===== src/sv/lbps_pkg.sv =====
// shared types and constants for the led blink pattern sequencer
// no dependencies
package lbps_pkg;

    localparam int DEF_TIME_BITS = 16;
    localparam int PULSE_W       = 8;
    localparam int DUR_W         = 16;
    localparam int CFG_DATA_W    = 16;
    localparam int CFG_IDX_W     = 3;

    typedef enum logic [1:0] {
        CMD_TICK  = 2'd0,
        CMD_SOLID = 2'd1,
        CMD_BLINK = 2'd2
    } t_cmd;

    typedef enum logic [CFG_IDX_W-1:0] {
        CFG_PULSE_COUNT   = 3'd0,
        CFG_ON_TIME       = 3'd1,
        CFG_OFF_TIME      = 3'd2,
        CFG_REST_TIME     = 3'd3,
        CFG_REPEAT_ENABLE = 3'd4,
        CFG_INVERT_OUTPUT = 3'd5
    } t_cfg_idx;

    typedef struct packed {
        t_cmd cmd;
        logic solid_level;
    } t_in;

    typedef struct packed {
        logic led_level;
        logic blink_active;
    } t_out;

    typedef struct packed {
        logic [PULSE_W-1:0] pulse_count;
        logic [DUR_W-1:0]   on_time;
        logic [DUR_W-1:0]   off_time;
        logic [DUR_W-1:0]   rest_time;
        logic               repeat_enable;
        logic               invert_output;
    } t_cfg;

endpackage


===== src/sv/lbps_cfg.sv =====
// configuration register file of the led blink pattern sequencer
// depends on lbps_pkg
module lbps_cfg
    import lbps_pkg::*;
(
    input  logic                  i_clk,
    input  logic                  i_rst_n,
    input  logic                  i_wr_en,
    input  logic [CFG_IDX_W-1:0]  i_wr_index,
    input  logic [CFG_DATA_W-1:0] i_wr_data,
    output t_cfg                  o_cfg
);

    t_cfg r_cfg;

    always_ff @(posedge i_clk) begin
        if (!i_rst_n) begin
            r_cfg <= '0;
        end else if (i_wr_en) begin
            unique case (t_cfg_idx'(i_wr_index))
                CFG_PULSE_COUNT:   r_cfg.pulse_count   <= i_wr_data[PULSE_W-1:0];
                CFG_ON_TIME:       r_cfg.on_time       <= i_wr_data[DUR_W-1:0];
                CFG_OFF_TIME:      r_cfg.off_time      <= i_wr_data[DUR_W-1:0];
                CFG_REST_TIME:     r_cfg.rest_time     <= i_wr_data[DUR_W-1:0];
                CFG_REPEAT_ENABLE: r_cfg.repeat_enable <= i_wr_data[0];
                CFG_INVERT_OUTPUT: r_cfg.invert_output <= i_wr_data[0];
                default: begin
                    // writes past the last register are dropped
                end
            endcase
        end
    end

    assign o_cfg = r_cfg;

endmodule


===== src/sv/lbps_core.sv =====
// sequencer state and next-state logic for one item
// depends on lbps_pkg
module lbps_core
    import lbps_pkg::*;
#(
    parameter int TIME_BITS = DEF_TIME_BITS
) (
    input  logic i_clk,
    input  logic i_rst_n,
    input  logic i_adv,
    input  t_in  i_item,
    input  t_cfg i_cfg,
    output t_out o_result
);

    localparam int EXT_W = TIME_BITS + DUR_W;

    logic                 r_blink_mode;
    logic                 r_phase_on;
    logic [PULSE_W-1:0]   r_pulses_done;
    logic [TIME_BITS-1:0] r_ticks_left;
    logic                 r_pin_level;

    logic                 n_blink_mode;
    logic                 n_phase_on;
    logic [PULSE_W-1:0]   n_pulses_done;
    logic [TIME_BITS-1:0] n_ticks_left;
    logic                 n_pin_level;

    logic [EXT_W-1:0]     on_ext;
    logic [EXT_W-1:0]     off_ext;
    logic [EXT_W-1:0]     rest_ext;
    logic [TIME_BITS-1:0] ticks_dec;

    // durations are masked or zero extended to the timer width
    assign on_ext   = EXT_W'(i_cfg.on_time);
    assign off_ext  = EXT_W'(i_cfg.off_time);
    assign rest_ext = EXT_W'(i_cfg.rest_time);
    assign ticks_dec = (r_ticks_left != '0) ? r_ticks_left - TIME_BITS'(1) : r_ticks_left;

    always_comb begin
        n_blink_mode  = r_blink_mode;
        n_phase_on    = r_phase_on;
        n_pulses_done = r_pulses_done;
        n_ticks_left  = r_ticks_left;
        n_pin_level   = r_pin_level;
        unique case (i_item.cmd)
            CMD_TICK: begin
                if (r_blink_mode) begin
                    n_ticks_left = ticks_dec;
                    if (ticks_dec == '0) begin
                        priority if (r_phase_on) begin
                            n_pin_level   = i_cfg.invert_output;
                            n_ticks_left  = off_ext[TIME_BITS-1:0];
                            n_pulses_done = r_pulses_done + PULSE_W'(1);
                            n_phase_on    = 1'b0;
                        end else if (r_pulses_done >= i_cfg.pulse_count) begin
                            // end of pattern: rest or fall back to solid
                            if (!i_cfg.repeat_enable) begin
                                n_blink_mode = 1'b0;
                            end else begin
                                n_pulses_done = '0;
                                n_ticks_left  = rest_ext[TIME_BITS-1:0];
                            end
                        end else begin
                            n_pin_level  = ~i_cfg.invert_output;
                            n_ticks_left = on_ext[TIME_BITS-1:0];
                            n_phase_on   = 1'b1;
                        end
                    end
                end
            end
            CMD_SOLID: begin
                n_pin_level  = i_item.solid_level;
                n_blink_mode = 1'b0;
            end
            CMD_BLINK: begin
                n_blink_mode  = 1'b1;
                n_pulses_done = '0;
                n_phase_on    = 1'b0;
                n_ticks_left  = '0;
            end
            default: begin
                // unused code leaves the state alone
            end
        endcase
    end

    always_ff @(posedge i_clk) begin
        if (!i_rst_n) begin
            r_blink_mode  <= 1'b0;
            r_phase_on    <= 1'b0;
            r_pulses_done <= '0;
            r_ticks_left  <= '0;
            r_pin_level   <= 1'b0;
        end else if (i_adv) begin
            r_blink_mode  <= n_blink_mode;
            r_phase_on    <= n_phase_on;
            r_pulses_done <= n_pulses_done;
            r_ticks_left  <= n_ticks_left;
            r_pin_level   <= n_pin_level;
        end
    end

    assign o_result.led_level    = n_pin_level;
    assign o_result.blink_active = n_blink_mode;

endmodule


===== src/sv/led_blink_pattern_sequencer.sv =====
// an accepted item passes through the input register and then the result register
// throughput: one item per cycle unless a held result stalls the input register
// the timer is a TIME_BITS down counter stepped once per tick item
// reset: synchronous active low; clears config, sequencer state and both stages
// after reset the led is off in solid mode
module led_blink_pattern_sequencer
    import lbps_pkg::*;
#(
    parameter int TIME_BITS = DEF_TIME_BITS
) (
    input  logic                  i_clk,
    input  logic                  i_rst_n,
    input  logic                  i_in_valid,
    output logic                  o_in_ready,
    input  t_in                   i_in_data,
    output logic                  o_out_valid,
    input  logic                  i_out_ready,
    output t_out                  o_out_data,
    input  logic                  i_cfg_valid,
    output logic                  o_cfg_ready,
    input  logic [CFG_IDX_W-1:0]  i_cfg_index,
    input  logic [CFG_DATA_W-1:0] i_cfg_data
);

    t_cfg cfg;
    t_out core_result;

    logic r_in_valid;
    t_in  r_in_data;
    logic r_out_valid;
    t_out r_out_data;
    logic adv;

    // item moves from input register into result register
    assign adv        = r_in_valid && (!r_out_valid || i_out_ready);
    assign o_in_ready = !r_in_valid || adv;
    assign o_cfg_ready = 1'b1;

    lbps_cfg u_cfg (
        .i_clk      (i_clk),
        .i_rst_n    (i_rst_n),
        .i_wr_en    (i_cfg_valid),
        .i_wr_index (i_cfg_index),
        .i_wr_data  (i_cfg_data),
        .o_cfg      (cfg)
    );

    lbps_core #(
        .TIME_BITS (TIME_BITS)
    ) u_core (
        .i_clk    (i_clk),
        .i_rst_n  (i_rst_n),
        .i_adv    (adv),
        .i_item   (r_in_data),
        .i_cfg    (cfg),
        .o_result (core_result)
    );

    always_ff @(posedge i_clk) begin
        if (!i_rst_n) begin
            r_in_valid <= 1'b0;
        end else if (o_in_ready) begin
            r_in_valid <= i_in_valid;
        end
    end

    always_ff @(posedge i_clk) begin
        if (o_in_ready && i_in_valid) begin
            r_in_data <= i_in_data;
        end
    end

    always_ff @(posedge i_clk) begin
        if (!i_rst_n) begin
            r_out_valid <= 1'b0;
        end else if (adv) begin
            r_out_valid <= 1'b1;
        end else if (i_out_ready) begin
            r_out_valid <= 1'b0;
        end
    end

    always_ff @(posedge i_clk) begin
        if (adv) begin
            r_out_data <= core_result;
        end
    end

    assign o_out_valid = r_out_valid;
    assign o_out_data  = r_out_data;

endmodule


===== config.mk =====
export PLATFORM = sky130hd
export DESIGN_NAME = led_blink_pattern_sequencer
export DESIGN_NICKNAME = d
export VERILOG_FILES = /design/src/sv/lbps_pkg.sv /design/src/sv/lbps_cfg.sv /design/src/sv/lbps_core.sv /design/src/sv/led_blink_pattern_sequencer.sv
export SDC_FILE = /design/constraint.sdc
export NUM_CORES = 1
export LEC_CHECK = 0
export ABC_AREA = 1
export BUFFER_PORTS_ARGS = -buffer_cell sky130_fd_sc_hd__buf_2
export CORE_AREA = 5 5 86 104
export DETAILED_ROUTE_END_ITERATION = 12
export DIE_AREA = 0 0 91 109
export MAX_ROUTING_LAYER = met4
export PLACE_DENSITY = 0.95
export SLEW_MARGIN = 20
export SYNTH_ARGS = -nofsm -noshare
export SYNTH_HDL_FRONTEND = slang
export SYNTH_SLANG_ARGS = --single-unit

===== constraint.sdc =====
create_clock -name i_clk -period 5.06 [get_ports i_clk]
set_input_delay 1.012 -clock i_clk [delete_from_list [all_inputs] [get_ports i_clk]]
set_output_delay 1.012 -clock i_clk [all_outputs]
set_load 0.01 [all_outputs]

==> metrics.txt <==
# TYPE chip_impl_metric gauge
chip_impl_info{name="run_status",value="complete, no violations"} 1
chip_impl_metric{name="maximum_capacitance_violations",unit=""} 0
chip_impl_metric{name="cts_max_path_bufs",unit=""} 2
chip_impl_metric{name="synth.yosys.seq_area_share",unit=""} 0.379
chip_impl_metric{name="syn_inst",unit=""} 741
chip_impl_metric{name="setup_viol",unit=""} 0
chip_impl_info{name="slowest_stage",value="sky130_fd_sc_hd__nand3_1"} 1
chip_impl_metric{name="die_y_extent",unit="um"} 109
chip_impl_metric{name="path_clk_slew",unit="ps"} 90
chip_impl_metric{name="fin_worst_skew",unit="ps"} 12.2
chip_impl_metric{name="hold_fails_final_rpt",unit=""} 0
chip_impl_metric{name="finalNetCount",unit=""} 789
chip_impl_metric{name="cts-htree-levels",unit=""} 3
chip_impl_metric{name="detail_route.vias_per_cell",unit=""} 5.83
chip_impl_metric{name="clock_buffers_created_by_tritoncts",unit=""} 9
chip_impl_metric{name="num_antenna_cells",unit=""} 0
chip_impl_metric{name="drive_gt1_frac",unit=""} 0.103
chip_impl_info{name="dominantRegCellSynth",value="sky130_fd_sc_hd__dfxtp_1"} 1
chip_impl_metric{name="worstPathMaxFanout",unit=""} 28
chip_impl_metric{name="detailroute.via_count",unit=""} 4964
chip_impl_info{name="timing_worst_setup_path_type",value="reg -> reg"} 1
chip_impl_info{name="crit_chain",value="inv_1 -> ha_1 -> inv_1 -> a21oi_1 -> o21ai_0 -> nand2_1 -> nand3_1 -> clkinv_1 -> o211ai_2 -> nand3_1 -> nand2_1 -> a21oi_1"} 1
chip_impl_metric{name="num_rows",unit=""} 36
chip_impl_info{name="holdCritPathClass",value="reg -> reg"} 1
chip_impl_metric{name="cts_hold_repair.buffers",unit=""} 0
chip_impl_metric{name="max_slew.worst_pin.slew",unit="ps"} 1090
chip_impl_info{name="critical_path.startpoint_type",value="flip-flop"} 1
chip_impl_metric{name="timing.final.max_slew_violations",unit=""} 0
chip_impl_metric{name="cts_repair_resize_count",unit=""} 0
chip_impl_metric{name="netlist-cell-type-count",unit=""} 40
chip_impl_metric{name="core-area",unit="sq um"} 7880
chip_impl_metric{name="grt_first_pass_wirelength",unit="um"} 20400
chip_impl_metric{name="fillCellCount",unit=""} 586
chip_impl_metric{name="via_count_of_the_first_global_routing_pass",unit=""} 4505
chip_impl_metric{name="finalCritPeriodShare",unit=""} 0.701
chip_impl_metric{name="ios",unit=""} 32
chip_impl_metric{name="drc_errors",unit=""} 0
chip_impl_info{name="rsz0062_at_grt",value="false"} 1
chip_impl_metric{name="route.final.wire_length",unit="um"} 12300
chip_impl_info{name="path_delay_family",value="simple AND/OR/NAND/NOR gates"} 1
chip_impl_metric{name="synth_area",unit="sq um"} 4990
chip_impl_metric{name="synthesis.yosys.warnings",unit=""} 0
chip_impl_metric{name="crit_buf_inv",unit=""} 3
chip_impl_metric{name="critPathArrivalTime",unit="ps"} 3760
chip_impl_metric{name="place.detailed.hpwl",unit="um"} 8810
chip_impl_metric{name="layout.core_utilization",unit=""} 0.682
chip_impl_metric{name="gp_routability_congestion",unit=""} 0.860
chip_impl_metric{name="asyncSetResetFlopFracSynth",unit=""} 0
chip_impl_metric{name="synth-edff-count",unit=""} 5
chip_impl_metric{name="route.antenna.remaining_nets",unit=""} 0
chip_impl_metric{name="area.growth.synth_to_final",unit="%"} 7.62
chip_impl_metric{name="io_buffers",unit=""} 30
chip_impl_metric{name="chipWidth",unit="um"} 91
chip_impl_metric{name="gr-total-overflow",unit=""} 0
chip_impl_metric{name="final.min_clock_period",unit="ps"} 3550
chip_impl_metric{name="sinks_on_clock_net",unit=""} 92
chip_impl_info{name="clock-root-buffer",value="sky130_fd_sc_hd__clkbuf_8"} 1
chip_impl_metric{name="syn-num-nets",unit=""} 778
chip_impl_metric{name="post_synth.cell_area_avg",unit="sq um"} 6.74
chip_impl_metric{name="critPathMaxStageDelay",unit="ps"} 740
chip_impl_metric{name="max-slew-margin-rel",unit=""} 0.271
chip_impl_metric{name="initial_utilization",unit=""} 0.634
chip_impl_metric{name="clock_latency",unit="ps"} 370
chip_impl_metric{name="final.setup.tns",unit="ps"} 0
chip_impl_metric{name="groute.usage.overall",unit=""} 0.257
chip_impl_metric{name="die_area",unit="sq um"} 9920
chip_impl_metric{name="critical_path_required",unit="ps"} 5270
chip_impl_metric{name="detailedRoute.firstPassIterationCount",unit=""} 5
chip_impl_metric{name="post_cts_setup_buffers",unit=""} 0
chip_impl_metric{name="drt_first_iter_violations",unit=""} 489
chip_impl_metric{name="initial_antenna_violation_count",unit=""} 0
chip_impl_metric{name="yosys_register_bits",unit=""} 92
chip_impl_metric{name="drt-wirelength-per-cell",unit="um"} 14.4
chip_impl_info{name="crit_path_end_kind",value="flip-flop"} 1
chip_impl_metric{name="grt_start_max_net_pins",unit=""} 59
chip_impl_metric{name="achievable-frequency",unit="GHz"} 0.282
chip_impl_info{name="tritoncts",value="built"} 1
==> sequential cells by signal, summed over array words and instances (netlist names) <==
signal	cells
u_cfg.o_cfg	58
u_core.r_ticks_left	16
u_core.r_pulses_done	8
r_in_data	3
o_out_data	2
o_out_valid	1
r_in_valid	1
u_core.r_blink_mode	1
u_core.r_phase_on	1
u_core.r_pin_level	1
==> placed cells by master, fill, tap and decap left out, types with 8 or more instances in the layout <==
master	instances
sky130_fd_sc_hd__o211ai_1	27
sky130_fd_sc_hd__nand3_1	40
sky130_fd_sc_hd__a21oi_1	56
sky130_fd_sc_hd__dfxtp_1	87
sky130_fd_sc_hd__inv_1	65
sky130_fd_sc_hd__nand2_1	155
sky130_fd_sc_hd__nand2_2	9
sky130_fd_sc_hd__buf_2	30
sky130_fd_sc_hd__o21ai_0	76
sky130_fd_sc_hd__nor3_1	8
sky130_fd_sc_hd__nor2_1	115
sky130_fd_sc_hd__nand4_1	8
sky130_fd_sc_hd__ha_1	10
sky130_fd_sc_hd__clkbuf_8	12
==> cell families after synthesis <==
| group | share of synthesized area |
|---|---|
| and+or+nand+nor | 0.317 |
| AOI/OAI and AO/OA | 0.188 |
| buffers and inverters | 0.0809 |
| DFF | 0.379 |
| adders and majority gates | 0.0251 |
| xor gates and xnor gates | 0.00877 |
| other | 0.000751 |
==> layer usage <==
metal / up-vias / part of all wire / GRT usage
met4: 0 / 0.031 / 0.113
li1: 2459 / - / -
met3: 34 / 0.072 / 0.0476
met5: - / 0 / -
met1: 2244 / 0.42 / 0.314
met2: 227 / 0.48 / 0.416
==> worst min-delay path, cell delays in order, from the launching register on <==
cell                      delay (ps)
sky130_fd_sc_hd__dfxtp_1         310
sky130_fd_sc_hd__inv_1            60
sky130_fd_sc_hd__a21oi_1          50
==> cells in the mapped netlist, types with 2 or more instances <==
library cell               count  share of area
sky130_fd_sc_hd__nand2_1     155           0.12
sky130_fd_sc_hd__nor2_1      115          0.086
sky130_fd_sc_hd__dfxtp_1      87           0.35
sky130_fd_sc_hd__o21ai_0      76          0.076
sky130_fd_sc_hd__inv_1        65          0.049
sky130_fd_sc_hd__a21oi_1      56          0.056
sky130_fd_sc_hd__nand3_1      40          0.040
sky130_fd_sc_hd__o211ai_1     27          0.041
sky130_fd_sc_hd__clkbuf_1     26          0.020
sky130_fd_sc_hd__ha_1         10          0.025
sky130_fd_sc_hd__nand2_2       9          0.011
sky130_fd_sc_hd__nand4_1       8          0.010
sky130_fd_sc_hd__nor3_1        8         0.0080
sky130_fd_sc_hd__inv_2         6         0.0045
sky130_fd_sc_hd__nor4_1        6         0.0075
sky130_fd_sc_hd__edfxtp_1      5          0.030
sky130_fd_sc_hd__nand3b_1      5         0.0075
sky130_fd_sc_hd__nor2_4        5          0.011
sky130_fd_sc_hd__xor2_1        4         0.0070
sky130_fd_sc_hd__a31oi_1       2         0.0025
sky130_fd_sc_hd__buf_1         2         0.0015
sky130_fd_sc_hd__buf_2         2         0.0020
sky130_fd_sc_hd__nand2_4       2         0.0045
sky130_fd_sc_hd__nand3_2       2         0.0040
sky130_fd_sc_hd__nor2_2        2         0.0025
sky130_fd_sc_hd__o21bai_1      2         0.0030
==> path summary, 6_finish.rpt <==
kind,from,endpoint,slack (ps),cells past startpoint
hold / removal,u_cfg.o_cfg[20],u_cfg.o_cfg[20],460,2
setup reg to reg,u_core.r_pulses_done[0],u_core.r_pulses_done[6],1510,12
setup / recovery,u_core.r_pulses_done[0],u_core.r_pulses_done[6],1510,12
hold reg to reg,u_cfg.o_cfg[20],u_cfg.o_cfg[20],460,2
==> layout make-up <==
class                   instances  area, sq um  area share
multi-input cells             545         2700       0.502
well taps                      95          119      0.0221
repair buffers                 32          165      0.0307
inverters                      72          270      0.0503
clock inverters                 3         40.0     0.00745
flip-flops and latches         92         1890       0.352
clock buffers                  13          190      0.0354
==> stage by stage <==
stage	cell area, sq um	hold slack (ps)	std cells	worst slack [ps]
final	5380	457	852	1510
after global routing	5380	479	852	1210
after CTS	5380	452	852	1560
after detailed placement	5140	439	836	1610
after global placement	5140	433	836	1790
after floorplan	4990	424	741	2600
Power is not shown: default switching activity piles up to over one toggle a cycle in this logic, so the estimate is an artifact.
